## src/sv/crcfd_pkg.sv

```systemverilog
// Shared types and constants for the CRC length-prefixed frame deframer.
package crcfd_pkg;

   // Parser phase codes; the two unused codes act as hunting.
   typedef enum logic [2:0] {
      PH_HUNT    = 3'd0,
      PH_LEN_HI  = 3'd1,
      PH_LEN_LO  = 3'd2,
      PH_PAYLOAD = 3'd3,
      PH_CRC_HI  = 3'd4,
      PH_CRC_LO  = 3'd5
   } phase_type;

   // Result kinds carried on rsp_tuser.
   typedef enum logic [2:0] {
      RK_BYTE    = 3'd0,
      RK_GOOD    = 3'd1,
      RK_BADCRC  = 3'd2,
      RK_BADLEN  = 3'd3,
      RK_TIMEOUT = 3'd4
   } kind_type;

   // Input kinds carried on req_tuser.
   localparam logic IN_BYTE = 1'b0;
   localparam logic IN_TICK = 1'b1;

   // Configuration register indexes.
   localparam logic [1:0] REG_START_BYTE    = 2'd0;
   localparam logic [1:0] REG_MAX_PAYLOAD   = 2'd1;
   localparam logic [1:0] REG_FRAME_TIMEOUT = 2'd2;
   localparam logic [1:0] REG_CRC_SEED      = 2'd3;

   // Configuration reset values.
   localparam logic [7:0]  RST_START_BYTE    = 8'hAA;
   localparam logic [15:0] RST_MAX_PAYLOAD   = 16'd512;
   localparam logic [15:0] RST_FRAME_TIMEOUT = 16'd100;
   localparam logic [15:0] RST_CRC_SEED      = 16'hFFFF;

   localparam logic [15:0] CRC_POLY  = 16'h1021;
   localparam logic [15:0] WORD_MAX  = 16'hFFFF;

endpackage

```

## src/sv/crc_length_frame_deframer_unit.sv

```systemverilog
// Top level of the CRC length-prefixed frame deframer.
// A result is registered and appears on rsp_* in the cycle after its request is accepted.
// Throughput: one request per cycle; the single result register sets the pace
// and a request is taken whenever that register is empty or being drained.
// Reset: synchronous, active high; clears the parser to hunting, the output
// register to empty and the configuration registers to their defaults.
module crc_length_frame_deframer_unit (
   input  logic        clock,
   input  logic        reset,
   // request channel
   input  logic        req_tvalid,
   output logic        req_tready,
   input  logic [7:0]  req_tdata,   // [7:0] rx_byte
   input  logic        req_tuser,   // [0] kind
   // result channel
   output logic        rsp_tvalid,
   input  logic        rsp_tready,
   output logic [23:0] rsp_tdata,   // [7:0] payload_byte, [23:8] frame_length
   output logic [2:0]  rsp_tuser,   // [2:0] result_kind
   // configuration write channel
   input  logic        csr_valid,
   output logic        csr_ready,
   input  logic [1:0]  csr_index,
   input  logic [15:0] csr_data
);

   // Configuration registers.
   logic [7:0]  start_byte_ff;
   logic [15:0] max_payload_ff;
   logic [15:0] frame_timeout_ff;
   logic [15:0] crc_seed_ff;

   // Parser state.
   crcfd_pkg::phase_type phase_ff, phase_in;
   logic [15:0] len_ff, len_in;
   logic [15:0] count_ff, count_in;
   logic [7:0]  crc_hi_ff, crc_hi_in;
   logic [15:0] crc_ff, crc_in;
   logic [15:0] idle_ff, idle_in;

   // Result register.
   logic                rsp_valid_ff, rsp_valid_in;
   crcfd_pkg::kind_type rsp_kind_ff, rsp_kind_in;
   logic [7:0]          rsp_byte_ff, rsp_byte_in;
   logic [15:0]         rsp_len_ff, rsp_len_in;

   logic        req_take;
   logic [15:0] crc_step;
   logic [15:0] idle_sat;
   logic [15:0] count_sum;
   logic [15:0] len_full;
   logic        in_frame;

   // Take a request whenever the result register frees up this cycle.
   assign req_tready = !rsp_valid_ff || rsp_tready;
   assign req_take   = req_tvalid && req_tready;
   assign csr_ready  = 1'b1;

   assign rsp_tvalid = rsp_valid_ff;
   assign rsp_tdata  = {rsp_len_ff, rsp_byte_ff};
   assign rsp_tuser  = rsp_kind_ff;

   crcfd_crc16_byte u_crc (
      .crc_cur   (crc_ff),
      .data_byte (req_tdata),
      .crc_next  (crc_step)
   );

   assign idle_sat  = (idle_ff == crcfd_pkg::WORD_MAX) ? idle_ff : idle_ff + 16'd1;
   assign count_sum = count_ff + 16'd1;
   assign len_full  = {len_ff[15:8], req_tdata};

   // Ticks count only while a frame is partly received.
   always_comb begin
      case (phase_ff)
         crcfd_pkg::PH_LEN_HI,
         crcfd_pkg::PH_LEN_LO,
         crcfd_pkg::PH_PAYLOAD,
         crcfd_pkg::PH_CRC_HI,
         crcfd_pkg::PH_CRC_LO: in_frame = 1'b1;
         default:              in_frame = 1'b0;
      endcase
   end

   always_comb begin
      phase_in  = phase_ff;
      len_in    = len_ff;
      count_in  = count_ff;
      crc_hi_in = crc_hi_ff;
      crc_in    = crc_ff;
      idle_in   = idle_ff;

      // Drop the held result once it is taken; hold it otherwise.
      rsp_valid_in = rsp_valid_ff && !rsp_tready;
      rsp_kind_in  = rsp_kind_ff;
      rsp_byte_in  = rsp_byte_ff;
      rsp_len_in   = rsp_len_ff;

      if (req_take) begin
         rsp_kind_in = crcfd_pkg::RK_BYTE;
         rsp_byte_in = 8'h00;
         rsp_len_in  = 16'h0000;
         if (req_tuser == crcfd_pkg::IN_TICK) begin
            if (in_frame) begin
               idle_in = idle_sat;
               // Abort the frame once idle time passes the limit.
               if (idle_sat > frame_timeout_ff) begin
                  phase_in     = crcfd_pkg::PH_HUNT;
                  rsp_valid_in = 1'b1;
                  rsp_kind_in  = crcfd_pkg::RK_TIMEOUT;
                  rsp_len_in   = len_ff;
               end
            end
         end else begin
            idle_in = 16'h0000;
            case (phase_ff)
               crcfd_pkg::PH_LEN_HI: begin
                  len_in   = {req_tdata, 8'h00};
                  phase_in = crcfd_pkg::PH_LEN_LO;
               end
               crcfd_pkg::PH_LEN_LO: begin
                  len_in = len_full;
                  if (len_full == 16'h0000 || len_full > max_payload_ff) begin
                     phase_in     = crcfd_pkg::PH_HUNT;
                     rsp_valid_in = 1'b1;
                     rsp_kind_in  = crcfd_pkg::RK_BADLEN;
                     rsp_len_in   = len_full;
                  end else begin
                     count_in = 16'h0000;
                     phase_in = crcfd_pkg::PH_PAYLOAD;
                  end
               end
               crcfd_pkg::PH_PAYLOAD: begin
                  // Pass the byte out and advance the running CRC.
                  crc_in       = crc_step;
                  count_in     = count_sum;
                  if (count_sum >= len_ff) begin
                     phase_in = crcfd_pkg::PH_CRC_HI;
                  end
                  rsp_valid_in = 1'b1;
                  rsp_kind_in  = crcfd_pkg::RK_BYTE;
                  rsp_byte_in  = req_tdata;
               end
               crcfd_pkg::PH_CRC_HI: begin
                  crc_hi_in = req_tdata;
                  phase_in  = crcfd_pkg::PH_CRC_LO;
               end
               crcfd_pkg::PH_CRC_LO: begin
                  phase_in     = crcfd_pkg::PH_HUNT;
                  rsp_valid_in = 1'b1;
                  rsp_len_in   = len_ff;
                  if ({crc_hi_ff, req_tdata} == crc_ff) begin
                     rsp_kind_in = crcfd_pkg::RK_GOOD;
                  end else begin
                     rsp_kind_in = crcfd_pkg::RK_BADCRC;
                  end
               end
               default: begin
                  // Hunt for the start byte; unused codes land here too.
                  phase_in = crcfd_pkg::PH_HUNT;
                  if (req_tdata == start_byte_ff) begin
                     len_in   = 16'h0000;
                     count_in = 16'h0000;
                     crc_in   = crc_seed_ff;
                     phase_in = crcfd_pkg::PH_LEN_HI;
                  end
               end
            endcase
         end
      end
   end

   always_ff @(posedge clock) begin
      if (reset) begin
         phase_ff     <= crcfd_pkg::PH_HUNT;
         len_ff       <= 16'h0000;
         count_ff     <= 16'h0000;
         crc_hi_ff    <= 8'h00;
         crc_ff       <= crcfd_pkg::RST_CRC_SEED;
         idle_ff      <= 16'h0000;
         rsp_valid_ff <= 1'b0;
      end else begin
         phase_ff     <= phase_in;
         len_ff       <= len_in;
         count_ff     <= count_in;
         crc_hi_ff    <= crc_hi_in;
         crc_ff       <= crc_in;
         idle_ff      <= idle_in;
         rsp_valid_ff <= rsp_valid_in;
      end
   end

   // Result payload: no reset needed.
   always_ff @(posedge clock) begin
      rsp_kind_ff <= rsp_kind_in;
      rsp_byte_ff <= rsp_byte_in;
      rsp_len_ff  <= rsp_len_in;
   end

   always_ff @(posedge clock) begin
      if (reset) begin
         start_byte_ff    <= crcfd_pkg::RST_START_BYTE;
         max_payload_ff   <= crcfd_pkg::RST_MAX_PAYLOAD;
         frame_timeout_ff <= crcfd_pkg::RST_FRAME_TIMEOUT;
         crc_seed_ff      <= crcfd_pkg::RST_CRC_SEED;
      end else if (csr_valid && csr_ready) begin
         case (csr_index)
            crcfd_pkg::REG_START_BYTE:    start_byte_ff    <= csr_data[7:0];
            crcfd_pkg::REG_MAX_PAYLOAD:   max_payload_ff   <= csr_data;
            crcfd_pkg::REG_FRAME_TIMEOUT: frame_timeout_ff <= csr_data;
            crcfd_pkg::REG_CRC_SEED:      crc_seed_ff      <= csr_data;
            default: ;
         endcase
      end
   end

endmodule

```

## src/sv/crcfd_crc16_byte.sv

```systemverilog
// Byte-wide CRC-16-CCITT update, MSB first, no reflection.
module crcfd_crc16_byte (
   input  logic [15:0] crc_cur,
   input  logic [7:0]  data_byte,
   output logic [15:0] crc_next
);

   always_comb begin
      logic [15:0] c;
      c = crc_cur ^ {data_byte, 8'h00};
      for (int i = 0; i < 8; i++) begin
         if (c[15]) begin
            c = {c[14:0], 1'b0} ^ crcfd_pkg::CRC_POLY;
         end else begin
            c = {c[14:0], 1'b0};
         end
      end
      crc_next = c;
   end

endmodule

```

## config.mk

```make
export PLATFORM = sky130hd
export DESIGN_NAME = crc_length_frame_deframer_unit
export DESIGN_NICKNAME = d
export VERILOG_FILES = /design/src/sv/crcfd_pkg.sv /design/src/sv/crc_length_frame_deframer_unit.sv /design/src/sv/crcfd_crc16_byte.sv
export SDC_FILE = /design/constraint.sdc
export NUM_CORES = 1
export LEC_CHECK = 0
export ABC_AREA = 1
export BUFFER_PORTS_ARGS = -buffer_cell sky130_fd_sc_hd__buf_2
export CELL_PAD_IN_SITES_DETAIL_PLACEMENT = 0
export CELL_PAD_IN_SITES_GLOBAL_PLACEMENT = 1
export CORE_UTILIZATION = 45
export DETAILED_ROUTE_END_ITERATION = 8
export PLACE_DENSITY = 0.81
export SLEW_MARGIN = 40
export SYNTH_ARGS = -nofsm -noshare
export SYNTH_HDL_FRONTEND = slang
export SYNTH_SLANG_ARGS = --single-unit
```

## constraint.sdc

```tcl
create_clock -name clock -period 7.4 [get_ports clock]
set_input_delay 0.74 -clock clock [delete_from_list [all_inputs] [get_ports clock]]
set_output_delay 0.74 -clock clock [all_outputs]
set_load 0.05 [all_outputs]
```

# --- Word level (Yosys, flattened, before mapping) ---
# Cells that the tools add are included.
word_totals:
  regBits: 159
  inputBits: 32
  out_inout_bits: 30
  wordCells: 121
classes:
  addsub: 2
  order_cmp: 3
  eq_ne: 15
  muxes: 42
  n_bitwise: 15
  n_reduce_logical: 29
op_table:
  columns: ["operator", "n"]
  rows:
  - ["2-to-1 mux 16 bit", 10]
  - ["2-to-1 mux 13 bit", 8]
  - ["one-hot mux 16 bit (3 select lines)", 2]
  - ["one-hot mux 16 bit (2 select lines)", 2]
  - ["adder 16 x 1 -> 16 bit, second input constant", 2]
  - ["> comparator 16 bit", 2]
  - ["inverter 3 bit", 8]
  - ["2-to-1 mux 3 bit", 7]
  - ["== test 16 bit", 1]
  - ["== test 16 bit, second input constant", 1]
  - ["greater-or-equal comparator 16 bit", 1]
  - ["logical NOT 16 bit", 1]
  - ["XOR 16 bit", 1]
  - ["one-hot mux 3 bit (5 select lines)", 1]
  - ["AND reduction 4 bit", 3]
  - ["AND reduction 2 bit", 5]
  - ["AND reduction 5 bit", 2]
  - ["== test 8 bit", 1]
  - ["2-to-1 mux 1 bit", 7]
  - ["== test 3 x 2 -> 1 bit, second input constant", 2]
  - ["== test 3 bit, second input constant", 2]
  - ["2-to-1 mux 2 bit", 3]
  - ["inverter 1 bit", 6]
  - ["nonzero test 3 bit", 2]
  - ["18 further kinds", 26]

# --- Depth between registers and ports, before layout ---
logic_depth:
  word_depth: 18
  mapped_depth: 24
  depth_no_buf: 24

# --- By module ---
# Synthesis repeated with hierarchy kept, for this count alone.
unflattened:
  cells_unflattened: 1171
  hier_area_um2: 8729.6
by_module_without_submodules:
  columns: ["module", "n_inst", "cells_each", "area_per_inst_um2", "seq_area_each_um2"]
  rows:
  - ["crc_length_frame_deframer_unit", 1, 1056, 8240.4, 3453.3]
  - ["crcfd_crc16_byte", 1, 115, 489.2, 0.0]

# --- Worst setup path after synthesis ---
# No wires, ideal clock.
synth_timing:
  path_kind: "reg-to-reg"
  from: "reg idle_ff[0]"
  to: "reg rsp_len_ff[10] (data pin)"
  setup_time_ns: 0.263
  t_arrival_ns: 2.566
  t_required_ns: 7.137
  setup_slack_ns: 4.570
  path_stages_with_launch: 18
  n_path_buf: 0
  synth_period_minus_slack_ns: 2.830
  cell_sequence: "dfxtp_1 > ha_1 > nand2_1 > nor2_1 > nand4_1 > inv_1 > nand3_1 > nor2_1 > nor2_1 > xor2_1 > ha_1 > nand4_1 > nor3_1 > nand3_1 > nand4_2 > inv_2 > a21oi_2 > nor2_1"
synth_via:
  elab_chain_len: 6
  elab_cells_between_ends: 7
  cone_classes: "add/sub: 1; order compare: 1; eq/ne: 1; mux: 4"
synth_rtl:
  columns: ["item", "line", "text"]
  rows:
  - ["from (decl)", "crc_length_frame_deframer_unit.sv:39", "logic [15:0] idle_ff, idle_in;"]
  - ["from (signal assigned)", "crc_length_frame_deframer_unit.sv:188", "idle_ff <= idle_in;"]
  - ["adder 16 x 1 -> 16 bit or == test 16 bit (tied branches)", "crc_length_frame_deframer_unit.sv:69", "assign idle_sat = (idle_ff == crcfd_pkg::WORD_MAX) ? idle_ff : idle_ff + 16'd1;"]
  - ["2-to-1 mux 16 bit *", "crc_length_frame_deframer_unit.sv:69", null]
  - ["> comparator 16 bit *", "crc_length_frame_deframer_unit.sv:107", "if (idle_sat > frame_timeout_ff) begin"]
  - ["2-to-1 mux 16 bit *", "crc_length_frame_deframer_unit.sv:107", null]
  - ["2-to-1 mux 16 bit *", "crc_length_frame_deframer_unit.sv:104", "if (in_frame) begin"]
  - ["2-to-1 mux 16 bit *", "crc_length_frame_deframer_unit.sv:103", "if (req_tuser == crcfd_pkg::IN_TICK) begin"]
  - ["to (signal assigned)", "crc_length_frame_deframer_unit.sv:197", "rsp_len_ff <= rsp_len_in;"]
  - ["to (decl)", "crc_length_frame_deframer_unit.sv:45", "logic [15:0] rsp_len_ff, rsp_len_in;"]
# Every way passes the cells marked *; elsewhere a longest branch is shown, timed or not.
# A chain may end at the register's enable or synchronous reset.

# --- Worst setup path after layout ---
# Same ends and word-level chain as after synthesis.

==> impl_metrics.csv <==
group,metric,value,unit
clock_network,cts_setup_buffers,0,
logic_synthesis,synth_area_leaders,"dfxtp_1 30%, nand2_1 10%, edfxtp_1 9.2%, ha_1 7.1%, a21oi_1 6.1%",
placement,pre_cts_ws,3.99,ns
global_routing,grt_max_degree,86,
worst_setup_path,startpoint,"idle_ff[0]",
logic_synthesis,postSynthCellCount,1175,
logic_synthesis,synth-seq-cells,159,
worst_setup_path,crit_path_end,"rsp_len_ff[10]",
global_routing,grt_pass1_vias,6931,
die,start_util,46.5,%
logic_synthesis,seq_area_frac_synth,39.3,%
pwr,p_leak,4.36,nW
cells_and_area,final_area,0.00983,sq mm
cells_and_area,drive_gt1_share,12.4,%
cells_and_area,fin_nets,1295,
sta,setup-violations-final,0,
sta,finalHoldViolCount,0,
clock_network,clk_pin_slew,0.06,ns
sta,hold_slack,0.460,ns
global_routing,grt_pass1_wl,36.2,mm
die,fp.dieH,142,um
worst_setup_path,worstPathMaxFanout,10,
clock_network,insertion_delay,0.43,ns
cells_and_area,regArea,0.00345,sq mm
logic_synthesis,synth_largest_area_cell,"dfxtp_1",
job,maxCapViolCount,0,
logic_synthesis,synth_edf_count,27,
drt,num_vias,7448,
clock_network,htree_levels,4,
sta,min_period,3.47,ns
logic_synthesis,async_flop_share,0,%
placement,port_buffers,60,
cells_and_area,antenna_cells,0,
die,rows,50,
sta,slew_headroom,51.2,%
worst_setup_path,rrSetupSlack,3.93,ns
global_routing,groute.usage.overall,23.4,%
sta,fin_tns_setup,0,ns
global_routing,grt_overflow,0,
worst_setup_path,end_kind,"register",
worst_setup_path,path_class,"register to register",
status,status,"finished clean",
drt,final_antenna_net_count,0,
placement,placed_area,0.00920,sq mm
sta,drv_slew,0,
cells_and_area,synthToLayoutAreaGrowth,11.9,%
sta,worst_slack,3.93,ns
pwr,max-vdd-ir-drop,0.164,mV
placement,hpwl,16.2,mm
worst_setup_path,cp.required,7.56,ns
drt,vias_per_cell,5.01,
worst_setup_path,reg2reg_depth,17,
logic_synthesis,netlist_area,0.00878,sq mm
drt,drt_iter0_drc,473,
sta,finClkSkew,0.0120,ns
min_path,hold_path.class,"register to register",
logic_synthesis,synth_area_per_cell,7.47,sq um
clock_network,numCtsBuffers,17,
cells_and_area,multi_input_area,0.00454,sq mm
sta,rsz0062_at_grt,"no",
logic_synthesis,ys_top_cells_by_count,"244 x nand2_1, 135 x inv_1, 132 x dfxtp_1",
sta,fmax,289,MHz
clock_network,cts_resized,0,
logic_synthesis,yosysMostFrequentCell,"nand2_1",
worst_setup_path,startpoint_type,"register",
logic_synthesis,ys.warnings.count,0,
cells_and_area,final.fill_count,1905,
clock_network,cts_sinks,159,
placement,globalplace.congestion,0.847,
die,core_area,0.0189,sq mm
sta,fin_crit_sh,46.8,%
logic_synthesis,synth_top_area_share,30.1,%
global_routing,antenna_found_initial,0,
pwr,power_density,199,mW/mm^2
drt,first_pass_iters,5,
clock_network,cts_tree,"done",
sta,worstMarginPinSlew,0.732,ns
logic_synthesis,synth_ff_type,"dfxtp_1",
worst_setup_path,timing.rr.end,"rsp_len_ff[10]",
drt,wl_per_cell,14.9,um
die,dieArea,0.0201,sq mm
logic_synthesis,synth_fp_nets,1257,
clock_network,cts_buffer_depth,2,
die,io-pin-count,62,
drt,drc_errors,0,
drt,wirelength,22.1,mm
worst_setup_path,r2r-start,"idle_ff[0]",
worst_setup_path,critPathArrivalTime,3.63,ns
clock_network,ctsHoldBuffers,0,
logic_synthesis,synthDistinctLibCells,41,
die,die-width,142,um
clock_network,clock_tree.root_cell,"clkbuf_16",
-- stage by stage --
stage,utilization (%),cells,total power [mW]
floorplan,-,1175,1.04
global placement,48.7,1453,1.08
global route,52.0,1486,2.04
finish,52.0,1486,1.96
CTS,51.9,1485,1.97
detailed placement,48.7,1453,1.09
-- kinds of logic after synthesis --
kind of cell / share of synthesized area (%)
other cells: 0.0427
buf+inv: 9.10
compound gates: 15.0
fa+ha+maj: 7.12
xor+xnor: 5.49
simple gates: 23.9
flops: 39.3
-- how the worst min path moves through the flow --
stage               slack (ns)                end               from  cells past startpoint
floorplan                 0.42     crc_seed_ff[4]     crc_seed_ff[4]                      2
global placement          0.44     crc_seed_ff[7]     crc_seed_ff[7]                      2
detailed placement        0.45     crc_seed_ff[5]     crc_seed_ff[5]                      2
CTS                       0.46  max_payload_ff[1]  max_payload_ff[1]                      2
global route              0.48  max_payload_ff[2]  max_payload_ff[2]                      2
finish                    0.46  max_payload_ff[4]  max_payload_ff[4]                      2
-- per-layer routing --
layer  part of all wire [%]  vias up  global-route usage [%]
met4                    2.1        0                    7.53
met3                    4.1       27                    4.22
met5                      0        -                       0
met2                     46      142                    38.8
li1                       -     3895                       -
met1                     47     3384                    30.7
-- worst max-delay path, stage by stage (launching register included) --
cell	delay [ns]
dfxtp_1	0.43
ha_1	0.22
nand2_1	0.08
nor2_1	0.14
nand4_1	0.13
inv_1	0.13
nand3_1	0.10
nor2_1	0.15
nor2_1	0.07
xor2_1	0.16
ha_1	0.33
nand4_1	0.11
nor3_1	0.18
nand3_1	0.17
nand4_2	0.29
inv_2	0.07
a21oi_2	0.36
nor2_1	0.08
-- cells in the final DEF (no fill, tap or decap), drive strengths merged, types with 2 or more instances in the layout --
master | synthesis | layout
nand2 | 250 | 250
xnor2 | 32 | 32
a21oi | 108 | 108
nand4 | 15 | 15
a22oi | 14 | 14
o211ai | 8 | 8
nand3 | 46 | 46
a21o | 6 | 6
xor2 | 23 | 23
nor4 | 5 | 5
nor2 | 133 | 133
edfxtp | 27 | 27
nor3 | 18 | 18
o21ai | 93 | 93
inv | 150 | 151
clkinv | 0 | 8
a31oi | 2 | 2
o22ai | 6 | 6
ha | 50 | 50
clkbuf | 23 | 21
bufinv | 0 | 2
o21bai | 2 | 2
buf | 22 | 64
or2 | 7 | 7
dfxtp | 132 | 132
-- registers in the layout (all words and copies together), names as in the netlist, 16 cells and up --
| register | flops |
|---|---|
| count_ff | 16 |
| crc_ff | 16 |
| crc_seed_ff | 16 |
| frame_timeout_ff | 16 |
| idle_ff | 16 |
| len_ff | 16 |
| max_payload_ff | 16 |
| rsp_len_ff | 16 |
-- report_power, final --
part | leakage [nW] | internal, mW | switching (mW)
clock network | 0.297 | 0.529 | 0.363
registers | 1.35 | 0.899 | 0.00780
logic | 2.71 | 0.0461 | 0.114
-- area by class of cell --
class | instances | share of cell area (%)
repair buffers | 64 | 3.48
flip-flops and latches | 159 | 35.1
well taps | 260 | 3.31
clock inverters | 11 | 1.34
multi-input cells | 821 | 46.2
inverters | 150 | 5.76
clock buffers | 21 | 4.80
(Power assumes the default switching activity.)
